### config.mk
export PLATFORM = sky130hd
export DESIGN_NAME = adsr_envelope_generator
export DESIGN_NICKNAME = d
export VERILOG_FILES = /design/src/hw/rtl/adsr_pkg.sv /design/src/hw/rtl/adsr_cfg_regs.sv /design/src/hw/rtl/adsr_core.sv /design/src/hw/rtl/adsr_envelope_generator.sv
export SDC_FILE = /design/constraint.sdc
export NUM_CORES = 1
export LEC_CHECK = 0
export BUFFER_PORTS_ARGS = -buffer_cell sky130_fd_sc_hd__buf_4
export CAP_MARGIN = 20
export CORE_MARGIN = 2
export CORE_UTILIZATION = 48
export CTS_CLUSTER_DIAMETER = 30
export DETAILED_ROUTE_END_ITERATION = 12
export PLACE_DENSITY = 0.65
export SLEW_MARGIN = 20
export SYNTH_ARGS = -nofsm -noshare
export SYNTH_HDL_FRONTEND = slang
export SYNTH_SLANG_ARGS = --single-unit
### constraint.sdc
create_clock -name clk -period 14.9 [get_ports clk]
set_input_delay 2.235 -clock clk [delete_from_list [all_inputs] [get_ports clk]]
set_output_delay 2.235 -clock clk [all_outputs]
set_load 0.01 [all_outputs]
### src/hw/rtl/adsr_pkg.sv
// Shared types, constants and rate-table functions for the ADSR envelope generator.
// No dependencies; every other file in hw/rtl imports this package.
`default_nettype none

package adsr_pkg;

	localparam int unsigned LevelW = 15;
	localparam int unsigned CdW    = 22;
	localparam int unsigned RateW  = 7;

	localparam logic [LevelW-1:0] LEVEL_MAX = 15'h7FFF;
	localparam logic [LevelW-1:0] EXP_KNEE  = 15'h6000;
	localparam logic [RateW-1:0]  RATE_SLOW = 7'd48;
	localparam logic [RateW-1:0]  RATE_LOW  = 7'd40;
	localparam logic [RateW-1:0]  RATE_HIGH = 7'd44;

	// Register indexes on the configuration port
	localparam logic REG_AD = 1'b0;
	localparam logic REG_SR = 1'b1;

	typedef struct packed {
		logic [15:0] ad_word;
		logic [15:0] sr_word;
	} adsr_cfg_t;

	// Packed so that level sits in the lowest bits, as on the output stream
	typedef struct packed {
		logic [2:0]        phase;
		logic              done_res;
		logic [LevelW-1:0] level;
	} adsr_res_t;

	// Ticks between steps: 1 below the slow threshold, else a power of two
	function automatic logic [CdW-1:0] rate_ticks(input logic [RateW-1:0] r);
		logic [CdW-1:0] t;
		if (r < RATE_SLOW) begin
			t = CdW'(1);
		end else begin
			t = CdW'(1) << (r[6:2] - 5'd11);
		end
		return t;
	endfunction

	// Step magnitude: small base amount, shifted up for the faster rates
	function automatic logic [LevelW-1:0] rate_mag(input logic dec, input logic [RateW-1:0] r);
		logic [3:0]        m;
		logic [LevelW-1:0] v;
		m = dec ? (4'd8 - {2'b00, r[1:0]}) : (4'd7 - {2'b00, r[1:0]});
		v = {11'b0, m};
		if (r < RATE_SLOW) begin
			v = v << (4'd11 - r[5:2]);
		end
		return v;
	endfunction

endpackage

`default_nettype wire

### src/hw/rtl/adsr_cfg_regs.sv
// APB-style register file holding the two envelope setting words.
// Depends on adsr_pkg for the register indexes and the settings struct.
`default_nettype none

module adsr_cfg_regs
	import adsr_pkg::*;
(
	input  wire logic        clk,
	input  wire logic        arst_n,
	input  wire logic        psel,
	input  wire logic        penable,
	input  wire logic        pwrite,
	input  wire logic [2:0]  paddr,
	input  wire logic [31:0] pwdata,
	output logic      [31:0] prdata,
	output logic             pready,
	output adsr_cfg_t        cfg
);

	logic [15:0] ad_word_q;
	logic [15:0] sr_word_q;
	logic        wr_en;

	assign pready = 1'b1;
	assign wr_en  = psel & penable & pwrite & pready;

	always_ff @(posedge clk or negedge arst_n) begin
		if (!arst_n) begin
			ad_word_q <= '0;
			sr_word_q <= '0;
		end else if (wr_en) begin
			if (paddr[2] == REG_SR) begin
				sr_word_q <= pwdata[15:0];
			end else begin
				ad_word_q <= pwdata[15:0];
			end
		end
	end

	always_comb begin
		if (paddr[2] == REG_SR) begin
			prdata = {16'b0, sr_word_q};
		end else begin
			prdata = {16'b0, ad_word_q};
		end
	end

	assign cfg.ad_word = ad_word_q;
	assign cfg.sr_word = sr_word_q;

endmodule

`default_nettype wire

### src/hw/rtl/adsr_core.sv
// Envelope state and the combinational step logic for one tick.
// Depends on adsr_pkg for constants, rate functions and the result struct.
`default_nettype none

module adsr_core
	import adsr_pkg::*;
(
	input  wire logic      clk,
	input  wire logic      arst_n,
	input  wire logic      fire,
	input  wire logic      key_off,
	input  wire logic      restart,
	input  wire adsr_cfg_t cfg,
	output adsr_res_t      res
);

	typedef enum logic [2:0] {
		PH_IDLE    = 3'd0,
		PH_ATTACK  = 3'd1,
		PH_DECAY   = 3'd2,
		PH_SUSTAIN = 3'd3,
		PH_RELEASE = 3'd4
	} phase_t;

	phase_t            phase_q;
	logic [LevelW-1:0] level_q;
	logic [CdW-1:0]    cd_q;
	logic [RateW-1:0]  rate_q;
	logic              fall_q;
	logic              expo_q;
	logic [LevelW-1:0] tgt_q;
	logic              fin_q;

	phase_t            ent_phase;
	logic              ent_fall;
	logic [RateW-1:0]  ent_rate;
	logic              ent_expo;
	logic [LevelW-1:0] ent_tgt;
	logic [CdW-1:0]    ent_cd;
	logic              entered;
	logic              fin_now;
	logic [LevelW-1:0] decay_tgt;

	logic [LevelW-1:0]   mag;
	logic [CdW-1:0]      reload;
	logic [2*LevelW-1:0] prod;
	logic [2*LevelW:0]   prod_rnd;
	logic [LevelW:0]     step_amt;
	logic [LevelW:0]     rise_sum;
	logic [CdW-1:0]      step_cd;
	logic [LevelW-1:0]   step_level;

	// Decay target: (sustain level + 1) * 0x800, saturated
	assign decay_tgt = (cfg.ad_word[3:0] == 4'hF) ? LEVEL_MAX
		: {cfg.ad_word[3:0] + 4'd1, 11'b0};

	// Phase transitions, in priority order
	always_comb begin
		ent_phase = phase_q;
		ent_fall  = fall_q;
		ent_rate  = rate_q;
		ent_expo  = expo_q;
		ent_tgt   = tgt_q;
		ent_cd    = cd_q;
		entered   = 1'b0;
		fin_now   = 1'b0;
		if (phase_q == PH_IDLE) begin
			ent_phase = PH_ATTACK;
			ent_fall  = 1'b0;
			ent_rate  = cfg.ad_word[14:8];
			ent_expo  = cfg.ad_word[15];
			ent_tgt   = LEVEL_MAX;
			entered   = 1'b1;
		end else if (phase_q == PH_ATTACK && level_q >= tgt_q) begin
			ent_phase = PH_DECAY;
			ent_fall  = 1'b1;
			ent_rate  = {1'b0, cfg.ad_word[7:4], 2'b00};
			ent_expo  = 1'b1;
			ent_tgt   = decay_tgt;
			entered   = 1'b1;
		end else if (phase_q == PH_DECAY && level_q <= tgt_q) begin
			ent_phase = PH_SUSTAIN;
			ent_fall  = cfg.sr_word[14];
			ent_rate  = cfg.sr_word[12:6];
			ent_expo  = cfg.sr_word[15];
			ent_tgt   = '0;
			entered   = 1'b1;
		end else if (key_off && phase_q != PH_RELEASE) begin
			ent_phase = PH_RELEASE;
			ent_fall  = 1'b1;
			ent_rate  = {cfg.sr_word[4:0], 2'b00};
			ent_expo  = cfg.sr_word[5];
			ent_tgt   = '0;
			entered   = 1'b1;
		end else if (phase_q == PH_RELEASE && level_q <= tgt_q) begin
			fin_now = 1'b1;
		end
		if (entered) begin
			ent_cd = rate_ticks(ent_rate);
		end
	end

	// One step of the level, or a countdown tick
	assign mag      = rate_mag(ent_fall, ent_rate);
	assign reload   = rate_ticks(ent_rate);
	assign prod     = {{LevelW{1'b0}}, mag} * {{LevelW{1'b0}}, level_q};
	assign prod_rnd = {1'b0, prod} + {{(LevelW+1){1'b0}}, LEVEL_MAX};
	assign rise_sum = {1'b0, level_q} + step_amt;

	always_comb begin
		step_amt   = {1'b0, mag};
		step_cd    = reload;
		step_level = level_q;
		if (ent_cd > CdW'(1)) begin
			step_cd = ent_cd - CdW'(1);
		end else begin
			if (ent_expo) begin
				if (ent_fall) begin
					// round the falling amount up: floor of the negative step
					step_amt = prod_rnd[2*LevelW:LevelW];
				end else if (level_q >= EXP_KNEE) begin
					if (ent_rate < RATE_LOW) begin
						step_amt = {1'b0, mag} >> 2;
					end else if (ent_rate >= RATE_HIGH) begin
						step_cd = reload >> 2;
					end else begin
						step_amt = {1'b0, mag} >> 1;
						step_cd  = reload >> 1;
					end
				end
			end
			if (ent_fall) begin
				step_level = (step_amt > {1'b0, level_q}) ? '0
					: LevelW'({1'b0, level_q} - step_amt);
			end else begin
				step_level = (rise_sum > {1'b0, LEVEL_MAX}) ? LEVEL_MAX
					: rise_sum[LevelW-1:0];
			end
		end
	end

	always_comb begin
		if (restart) begin
			res = '{phase: PH_IDLE, done_res: 1'b0, level: '0};
		end else if (fin_q || fin_now) begin
			res = '{phase: PH_RELEASE, done_res: 1'b1, level: '0};
		end else begin
			res = '{phase: ent_phase, done_res: 1'b0, level: step_level};
		end
	end

	always_ff @(posedge clk or negedge arst_n) begin
		if (!arst_n) begin
			phase_q <= PH_IDLE;
			level_q <= '0;
			cd_q    <= '0;
			rate_q  <= '0;
			fall_q  <= 1'b0;
			expo_q  <= 1'b0;
			tgt_q   <= LEVEL_MAX;
			fin_q   <= 1'b0;
		end else if (fire) begin
			if (restart) begin
				phase_q <= PH_IDLE;
				level_q <= '0;
				cd_q    <= '0;
				rate_q  <= '0;
				fall_q  <= 1'b0;
				expo_q  <= 1'b0;
				tgt_q   <= LEVEL_MAX;
				fin_q   <= 1'b0;
			end else if (fin_q) begin
				fin_q <= 1'b1;
			end else if (fin_now) begin
				fin_q   <= 1'b1;
				level_q <= '0;
			end else begin
				phase_q <= ent_phase;
				fall_q  <= ent_fall;
				rate_q  <= ent_rate;
				expo_q  <= ent_expo;
				tgt_q   <= ent_tgt;
				cd_q    <= step_cd;
				level_q <= step_level;
			end
		end
	end

	a_fin_silent: assert property (@(posedge clk) disable iff (!arst_n)
		fin_q |-> (level_q == '0 && phase_q == PH_RELEASE))
		else $error("finished envelope not silent in release");

	a_restart_clears: assert property (@(posedge clk) disable iff (!arst_n)
		(fire && restart) |=> (phase_q == PH_IDLE && level_q == '0 && !fin_q))
		else $error("restart did not clear the envelope");

	a_idle_to_attack: assert property (@(posedge clk) disable iff (!arst_n)
		(fire && !restart && phase_q == PH_IDLE) |=> (phase_q == PH_ATTACK))
		else $error("idle tick did not enter attack");

	a_hold_when_idle: assert property (@(posedge clk) disable iff (!arst_n)
		!fire |=> ($stable(level_q) && $stable(phase_q) && $stable(fin_q)))
		else $error("envelope state moved without a tick");

endmodule

`default_nettype wire

### src/hw/rtl/adsr_envelope_generator.sv
// Top level of the ADSR envelope generator: stream registers around the step core.
// Depends on adsr_pkg, adsr_cfg_regs and adsr_core.
//
// Usage:
//   Each transfer on the slave stream is one envelope tick (one audio sample).
//   s_tdata carries key_off and restart; each accepted tick yields exactly one
//   result transfer on the master stream with level, done_res and phase.
//   Settings are written over the APB port while no tick is in flight; both
//   words are sampled only when the envelope enters a phase.
// Timing:
//   A tick is taken into the input register, stepped by combinational logic
//   (one 15x15 multiply on the exponential fall), and the result lands in
//   the output register, which drives m_tvalid. One tick per cycle is
//   sustained while the receiver keeps up.
// Stalls:
//   When m_tready is low the output register holds its result, the input
//   register holds the next tick, and s_tready drops once both are full.
// Reset:
//   arst_n clears the settings to zero, the envelope to idle at level 0 and
//   empties both stream registers.
`default_nettype none

module adsr_envelope_generator
	import adsr_pkg::*;
(
	input  wire logic        clk,
	input  wire logic        arst_n,
	// slave stream: [0] key_off, [1] restart, [7:2] zero
	input  wire logic        s_tvalid,
	output logic             s_tready,
	input  wire logic [7:0]  s_tdata,
	// master stream: [14:0] level, [15] done_res, [18:16] phase, [23:19] zero
	output logic             m_tvalid,
	input  wire logic        m_tready,
	output logic      [23:0] m_tdata,
	// configuration port
	input  wire logic        psel,
	input  wire logic        penable,
	input  wire logic        pwrite,
	input  wire logic [2:0]  paddr,
	input  wire logic [31:0] pwdata,
	output logic      [31:0] prdata,
	output logic             pready
);

	adsr_cfg_t cfg;
	adsr_res_t res;

	logic      valid_s1;
	logic      key_off_s1;
	logic      restart_s1;
	logic      fire;
	logic      out_valid_q;
	adsr_res_t out_res_q;

	adsr_cfg_regs u_cfg (
		.clk     (clk),
		.arst_n  (arst_n),
		.psel    (psel),
		.penable (penable),
		.pwrite  (pwrite),
		.paddr   (paddr),
		.pwdata  (pwdata),
		.prdata  (prdata),
		.pready  (pready),
		.cfg     (cfg)
	);

	// Step the held tick whenever the output register is free or draining
	assign fire     = valid_s1 & (~out_valid_q | m_tready);
	assign s_tready = ~valid_s1 | fire;

	// Input register: take a new tick when empty or when the held one moves on
	always_ff @(posedge clk or negedge arst_n) begin
		if (!arst_n) begin
			valid_s1 <= 1'b0;
		end else if (s_tready) begin
			valid_s1 <= s_tvalid;
		end
	end

	always_ff @(posedge clk) begin
		if (s_tready && s_tvalid) begin
			key_off_s1 <= s_tdata[0];
			restart_s1 <= s_tdata[1];
		end
	end

	adsr_core u_core (
		.clk     (clk),
		.arst_n  (arst_n),
		.fire    (fire),
		.key_off (key_off_s1),
		.restart (restart_s1),
		.cfg     (cfg),
		.res     (res)
	);

	// Output register: hold the result until the receiver takes it
	always_ff @(posedge clk or negedge arst_n) begin
		if (!arst_n) begin
			out_valid_q <= 1'b0;
		end else if (fire) begin
			out_valid_q <= 1'b1;
		end else if (m_tready) begin
			out_valid_q <= 1'b0;
		end
	end

	always_ff @(posedge clk) begin
		if (fire) begin
			out_res_q <= res;
		end
	end

	assign m_tvalid = out_valid_q;
	assign m_tdata  = {5'b0, out_res_q};

endmodule

`default_nettype wire

==> flow_summary.yaml, run 1 <==
status:
  outcome: "finished clean"
die:
  core_area_um2: 37800
  start_util: 0.488
  die_h_um: 200
  die-area_um2: 40000
  io-pin-count: 109
  placementRows: 71
  die_x_um: 200
sta:
  hold_viol: 0
  worst_pin_slew_ns: 1.05
  fin_worst_skew_ns: 0.0199
  slew_headroom: 0.302
  fmax_ghz: 0.0713
  fin_setup_tns_ns: 0
  setup_violations: 0
  min_period_ns: 14.02
  maxSlewViolCount: 0
  layout_worst_path_cycle_share: 0.941
  rsz0062_at_grt: "no"
  hold-worst-slack_ns: 0.492
worst_hold_path:
  hold-path-cell-count: 2
  min_path_type: "reg2reg"
clock_network:
  cts_tree: "built"
  clock_latency_ns: 0.37
  cts_hold_buf: 0
  cts.htree.levels: 3
  cts.clk_slew.worst_paths_ns: 0.09
  cts_setup_buffers: 0
  cts_buffers: 9
  cts_max_path_buffers: 2
  post_cts_resized: 0
  cts_root_buffer: "clkbuf_16"
  cts_sinks: 110
critical_path:
  reg2reg_depth: 50
  slowest_stage: "dfrtp_1"
  worstSetupEndpointType: "register"
  crit_family: "compound AO/OA/AOI/OAI gates"
  cp-start-kind: "register"
  path_depth: 50
  slowest_delay_ns: 0.90
  crit_top_cell: "o21ai_0"
  path_class: "reg2reg"
  cp_max_fo: 19
  cp_data_required_time_ns: 14.99
  cp_num_buf_inv: 7
  arrival_ns: 14.11
place:
  placed_cell_area_um2: 19600
  hpwl_um: 45700
  gp_congestion: 0.960
  portBuffers: 62
drt:
  finalWirelength_um: 59900
  ant_nets: 0
  routedWlPerCell_um: 21.7
  via_per_inst: 6.13
  first_pass_iters: 8
  vias: 16899
  drtIter0Drc: 1914
  drc_errors: 0
logic_synthesis:
  synthCells: 2195
  ys_types: 102
  synth_area_leaders: "fa_1 (20%), dfrtp_1 (11%), ha_1 (11%)"
  ys_top_cells_by_count: "nand2_1 (275), inv_1 (255), fa_1 (182), ha_1 (160), nor2_1 (130)"
  ys_ff_latch: 110
  synth_top_area_frac: 0.198
  yosysWarnings: 0
  synthMostInstantiatedCell: "nand2_1"
  synth_top_area_cell: "fa_1"
  synth_seq_area_share: 0.155
  synth_edf_count: 21
  avgSynthCellArea_um2: 8.40
  mappedNetlistArea_um2: 18400
  synth_ff_type: "dfrtp_1"
  async_flop_share: 0.809
global_route:
  grt_pass1_wl_um: 94000
  grt_start_max_net_pins: 71
  grt_pass1_vias: 16368
  grtUsageTotal: 0.307
  antenna_found_initial: 1
  grt_overflow_total: 0
layout:
  nNetsFinal: 2633
  diodes: 0
  nFillCells: 3585
  area_growth_syn_to_layout_pct: 8.11
  drive_gt1_frac: 0.125
  post-route-cell-area_um2: 19900
flow_run:
  max-cap-violations: 0
[sequential cells by signal, indices dropped and copies added (netlist names)]
name,cells
u_core.expo_q,1
m_tvalid,1
u_cfg.sr_word_q,16
restart_s1,1
u_core.fin_q,1
u_core.cd_q,22
u_core.phase_q,3
m_tdata,19
u_core.rate_q,7
u_core.tgt_q,5
u_cfg.ad_word_q,16
valid_s1,1
key_off_s1,1
u_core.level_q,15
u_core.fall_q,1
[layout by cell type (no fill, tap or decap), types with 7 or more instances in the layout]
| cell | instances |
|---|---|
| a32o_1 | 8 |
| o21ai_1 | 7 |
| inv_1 | 255 |
| and3_1 | 20 |
| nor3_1 | 52 |
| nand4_1 | 15 |
| nor2_1 | 129 |
| buf_4 | 149 |
| a21o_1 | 38 |
| o31ai_1 | 9 |
| mux2_2 | 63 |
| a221o_1 | 7 |
| o22ai_1 | 17 |
| and2_1 | 59 |
| nand2_1 | 275 |
| edfxtp_1 | 21 |
| xor2_1 | 28 |
| nor2b_1 | 11 |
| or2_2 | 7 |
| xnor2_1 | 26 |
| dfrtp_1 | 84 |
| nor4_1 | 18 |
| a211o_1 | 10 |
| a32oi_1 | 7 |
| a21oi_1 | 100 |
| conb_1 | 22 |
| a211oi_1 | 12 |
| clkbuf_16 | 9 |
| o21ai_0 | 117 |
| fa_1 | 182 |
| o211ai_1 | 12 |
| ha_1 | 160 |
| or3_1 | 14 |
| o21a_1 | 18 |
| a31oi_1 | 19 |
| nand3_1 | 53 |
| a22oi_1 | 14 |
| nand2b_1 | 12 |
| mux2i_1 | 15 |
| a22o_1 | 16 |
[final timing paths]
check	from	to	slack [ns]
max	u_core.level_q[2]	m_tdata[8]	0.88
min in group asynchronous	arst_n	u_core.cd_q[5]	1.75
max reg2reg	u_core.level_q[2]	m_tdata[8]	0.88
min	u_core.rate_q[1]	u_core.rate_q[1]	0.49
max in group asynchronous	arst_n	u_core.fall_q	11.91
min reg2reg	u_core.rate_q[1]	u_core.rate_q[1]	0.49
[final cells by class]
| cell class | instances | area (µm²) | area share |
|---|---|---|---|
| Clock buffer | 11 | 243 | 0.0122 |
| Tap cell | 511 | 639 | 0.0321 |
| Inverter | 258 | 968 | 0.0486 |
| Multi-Input combinational cell | 1713 | 14000 | 0.705 |
| Sequential cell | 110 | 2860 | 0.144 |
| Clock inverter | 5 | 51.3 | 0.00257 |
| Timing Repair Buffer | 149 | 1120 | 0.0561 |
[routing by layer]
metal / global-route usage / up-vias / routed length, µm
met5: 0 / - / 0
met4: 0.0636 / 0 / 1210
met3: 0.0563 / 94 / 6310
met2: 0.475 / 877 / 26300
met1: 0.450 / 8305 / 26100
li1: - / 7623 / -
[worst min-delay path: stages (launching register included)]
cell and delay, ns:
dfrtp_1 0.35, nand2_1 0.05, o21ai_0 0.06
[stage by stage]
step / setup slack [ns] / instances / utilization
floorplan: 2.41 / 2215 / -
global placement: 1.47 / 2741 / 0.520
detailed placement: 1.34 / 2741 / 0.520
CTS: 1.27 / 2757 / 0.528
global route: 0.144 / 2757 / 0.528
finish: 0.879 / 2757 / 0.528
[cell families (layout without fill, tap and decap cells)]
family                     Yosys count  in the layout  share of synthesized area
and+or+nand+nor                    708            708                      0.185
AOI/OAI and AO/OA                  508            508                      0.191
buffers and inverters              392            423                     0.0883
adders and majority gates          342            342                      0.306
DFF                                110            110                      0.155
muxes                               79             79                     0.0474
xor gates and xnor gates            54             54                     0.0257
other                                2             22                   0.000408
Power of run 1 is left out: the tool's default activity adds up to more than one toggle a clock period on the data nets, which glitch-free logic cannot reach.
==> run 2: changes to the inputs <==
==> constraint.sdc (replaced) <==
create_clock -name clk -period 14.9 [get_ports clk]
set_input_delay 0 -clock clk [delete_from_list [all_inputs] [get_ports clk]]
set_output_delay 0 -clock clk [all_outputs]
set_load 0.01 [all_outputs]
==> run 2 against run 1 <==
Fmax grew 2.3%; final area grew 1.1%; die area is the same; worst hold slack lost 0.35 ns; global-route usage grew 0.34 points; critical path type unchanged; largest cell class unchanged; highest routed layer unchanged.
==> flow_summary.yaml, run 2 (synthesized netlist as in run 1, its figures left out) <==
status:
  outcome: "finished clean"
critical_path:
  worstSetupEndpointType: "register"
  r2r_setup_slack_ns: 1.20
  arrival_ns: 13.81
  r2r_start: "u_core.tgt_q[10]"
  path_class: "reg2reg"
  cp_max_fo: 13
  cp_data_required_time_ns: 15.01
  r2r_end: "m_tdata[4]"
  cp-start-kind: "register"
  slowest_delay_ns: 0.81
  slowest_stage: "o311ai_0"
  reg2reg_depth: 49
flow_run:
  max-cap-violations: 0
global_route:
  grt_overflow_total: 0
  grt_pass1_wl_um: 95100
  grtUsageTotal: 0.311
  antenna_found_initial: 1
  grt_pass1_vias: 16759
  grt_start_max_net_pins: 58
clock_network:
  post_cts_resized: 0
  cts_max_path_buffers: 2
  clock_latency_ns: 0.37
  cts.htree.levels: 3
  cts_sinks: 110
  cts_tree: "built"
  cts.clk_slew.worst_paths_ns: 0.09
  cts_hold_buf: 22
  cts_root_buffer: "clkbuf_16"
  cts_buffers: 9
  cts_setup_buffers: 0
die:
  die_x_um: 200
  start_util: 0.488
  placementRows: 71
  die-area_um2: 40000
  io-pin-count: 109
  core_area_um2: 37800
  die_h_um: 200
layout:
  final_util: 0.534
  nNetsFinal: 2652
  area_growth_syn_to_layout_pct: 9.35
  drive_gt1_frac: 0.124
  final_cell_mix: "nand2_1 (275), inv_1 (255), fa_1 (182)"
  largest_reg_flops: 22
  fin_cells: 2777
  layout_commonest_cell: "nand2_1"
  post-route-cell-area_um2: 20200
  largest_register: "u_core.cd_q"
  nFillCells: 3610
sta:
  worst_pin_slew_ns: 1.04
  min_period_ns: 13.70
  slew_headroom: 0.306
  hold_viol: 0
  fmax_ghz: 0.0730
  fin_worst_skew_ns: 0.0149
  fin_setup_tns_ns: 0
  maxSlewViolCount: 0
  layout_worst_path_cycle_share: 0.920
  setup_violations: 0
  rsz0062_at_grt: "no"
drt:
  drc_errors: 0
  drtIter0Drc: 1772
  via_per_inst: 6.09
  vias: 16913
  finalWirelength_um: 60300
  first_pass_iters: 6
  routedWlPerCell_um: 21.7
  ant_nets: 0
place:
  hpwl_um: 46200
  dp_cells: 2737
  placed_cell_area_um2: 19600
  gp_congestion: 0.945
  portBuffers: 62
worst_hold_path:
  min_path_type: "in2async"
-- run 2: cell types whose count changed in the layout (fill, tap and decap cells not counted), sizes merged --
cell,change
dlygate4sd3,+22
buf,-3
clkinv,+2
clkbuf,-1
diode,+1
inv,-1
-- run 2: layer usage --
metal,part of all wire,GRT usage,vias to the layer above
met5,0,0,-
met4,0.022,0.0727,0
met3,0.093,0.0558,99
met2,0.44,0.482,780
met1,0.44,0.451,8359
li1,-,-,7675
-- run 2: worst max-delay path by stage --
stage                                 from           to  depth (start not counted)
after floorplan           u_core.tgt_q[10]  m_tdata[14]                         57
after global placement    u_core.tgt_q[10]  m_tdata[14]                         55
after detailed placement  u_core.tgt_q[10]  m_tdata[14]                         55
after CTS                 u_core.tgt_q[10]  m_tdata[14]                         55
after global routing      u_core.tgt_q[10]  m_tdata[14]                         49
final                     u_core.tgt_q[10]   m_tdata[4]                         49
-- run 2: through the flow --
step | hold WS (ns) | setup slack (ns)
after floorplan | -0.296 | 2.41
after global placement | -0.0115 | 1.62
after detailed placement | -0.00800 | 1.44
after CTS | 0.145 | 1.32
after global routing | 0.171 | 0.352
final | 0.145 | 1.20
-- run 2: layout make-up --
cell class                      instances  area, µm²  share of cell area
Multi-Input combinational cell       1713      14000               0.697
Clock inverter                          6       61.3             0.00304
Inverter                              258        968              0.0481
Antenna cell                            1       2.50            0.000124
Tap cell                              511        639              0.0317
Clock buffer                           10        250              0.0124
Sequential cell                       110       2860               0.142
Timing Repair Buffer                  168       1320              0.0657
-- run 2: worst max-delay path: cells and delay by family, from the launching register on --
| family | cells | cell delay (ns) |
|---|---|---|
| compound gates | 22 | 6.30 |
| xor+xnor | 1 | 0.14 |
| fa+ha+maj | 9 | 3.76 |
| buf+inv | 9 | 1.23 |
| flops | 1 | 0.56 |
| mux | 1 | 0.18 |
| simple gates | 7 | 1.22 |
Power of run 2 is left out for the same reason.
==> run 3: changes to the inputs <==
Clock period 14.9 ns to 12.8 ns, I/O delays scaled along.
==> run 3 against run 2 <==
Via count rose by 1.9%; die area stayed put; cell count increased by 2.4%.
==> flow_summary.yaml, run 3 (synthesized netlist as in run 1, its figures left out) <==
status:
  outcome: "finished clean"
layout:
  post-route-cell-area_um2: 21100
  fin_cells: 2844
  final_cell_mix: "nand2_1 (274), inv_1 (254), buf_4 (206)"
  nNetsFinal: 2720
  drive_gt1_frac: 0.177
  nFillCells: 3521
  diodes: 0
  largest_reg_flops: 22
  area_growth_syn_to_layout_pct: 14.6
  largest_register: "u_core.cd_q"
  layout_commonest_cell: "nand2_1"
sta:
  fmax_ghz: 0.0808
  worst_pin_slew_ns: 1.07
  maxSlewViolCount: 0
  setup_violations: 0
  hold_viol: 0
  layout_setup_ws_ns: 0.427
  min_period_ns: 12.37
  fin_setup_tns_ns: 0
  layout_worst_path_cycle_share: 0.967
  fin_worst_skew_ns: 0.0120
  slew_headroom: 0.286
die:
  placementRows: 71
  core_area_um2: 37800
  die-area_um2: 40000
  start_util: 0.488
  io-pin-count: 109
  die_h_um: 200
  die_x_um: 200
global_route:
  grt_pass1_vias: 17233
  grt_overflow_total: 0
  grtUsageTotal: 0.324
  grt_pass1_wl_um: 98600
  grt_start_max_net_pins: 72
  antenna_found_initial: 0
clock_network:
  cts_sinks: 110
  cts_buffers: 9
  cts_max_path_buffers: 2
  clock_latency_ns: 0.38
  cts.htree.levels: 3
  cts_root_buffer: "clkbuf_16"
  cts.clk_slew.worst_paths_ns: 0.08
  cts_tree: "built"
place:
  portBuffers: 62
  pre_cts_slack_ns: -0.0503
  placed_cell_area_um2: 20000
  dp_cells: 2790
  hpwl_um: 48500
  gp_congestion: 0.982
critical_path:
  slowest_stage: "dfstp_2"
  slowest_delay_ns: 0.61
  cp-start-kind: "register"
  reg2reg_depth: 52
  path_class: "reg2reg"
  crit_family: "adder cells"
  cp_num_buf_inv: 13
  path_depth: 52
  arrival_ns: 12.58
  worstSetupEndpointType: "register"
  cp_data_required_time_ns: 13.01
  cp_max_fo: 12
drt:
  first_pass_iters: 6
  finalWirelength_um: 63000
  drtIter0Drc: 1844
  routedWlPerCell_um: 22.1
  via_per_inst: 6.06
  ant_nets: 0
  drc_errors: 0
  vias: 17237
worst_hold_path:
  min_path_type: "in2async"
flow_run:
  max-cap-violations: 0
-- run 3: per-layer routing --
metal,share of wire,GRT usage,vias up,wire length (µm)
li1,-,-,7807,-
met1,0.45,0.470,8553,28600
met4,0.029,0.0903,0,1810
met5,0,0,-,0
met3,0.079,0.0533,114,4980
met2,0.44,0.501,763,27500
-- run 3: final cells by class --
type	count	area, µm²	share of cell area
timing repair inverter	1	7.51	0.000355
inverter	258	972	0.0460
multi-input combinational	1713	14500	0.684
timing repair buffer	235	1870	0.0886
clock buffer	10	229	0.0108
tap	511	639	0.0303
sequential	110	2860	0.136
clock inverter	6	92.6	0.00438
-- run 3: metrics by stage --
step | utilization | hold slack, ns
after global placement | 0.531 | -0.0935
after CTS | 0.546 | 0.0563
after global routing | 0.560 | 0.0733
after floorplan | - | -0.296
final | 0.560 | 0.0490
after detailed placement | 0.531 | -0.0885
-- run 3: worst paths after layout --
| kind | startpoint | to | slack [ns] |
|---|---|---|---|
| min in group clk | pwrite | u_cfg.sr_word_q[3] | 0.26 |
| max in group asynchronous | arst_n | u_core.level_q[1] | 11.52 |
| min reg2reg | u_core.expo_q | u_core.expo_q | 0.50 |
| max | u_core.tgt_q[10] | m_tdata[3] | 0.43 |
| max reg2reg | u_core.tgt_q[10] | m_tdata[3] | 0.43 |
| min | arst_n | u_core.cd_q[9] | 0.05 |
-- run 3: what timing repair did --
item,CTS,global route
pin swaps,0,24
hold endpoints to repair,54,0
cloned,0,1
endpoints found under the setup margin,14,30
hold buffers,22,0
setup buffers,0,14
gates resized for setup,5,98
Power of run 3 is left out for the same reason.
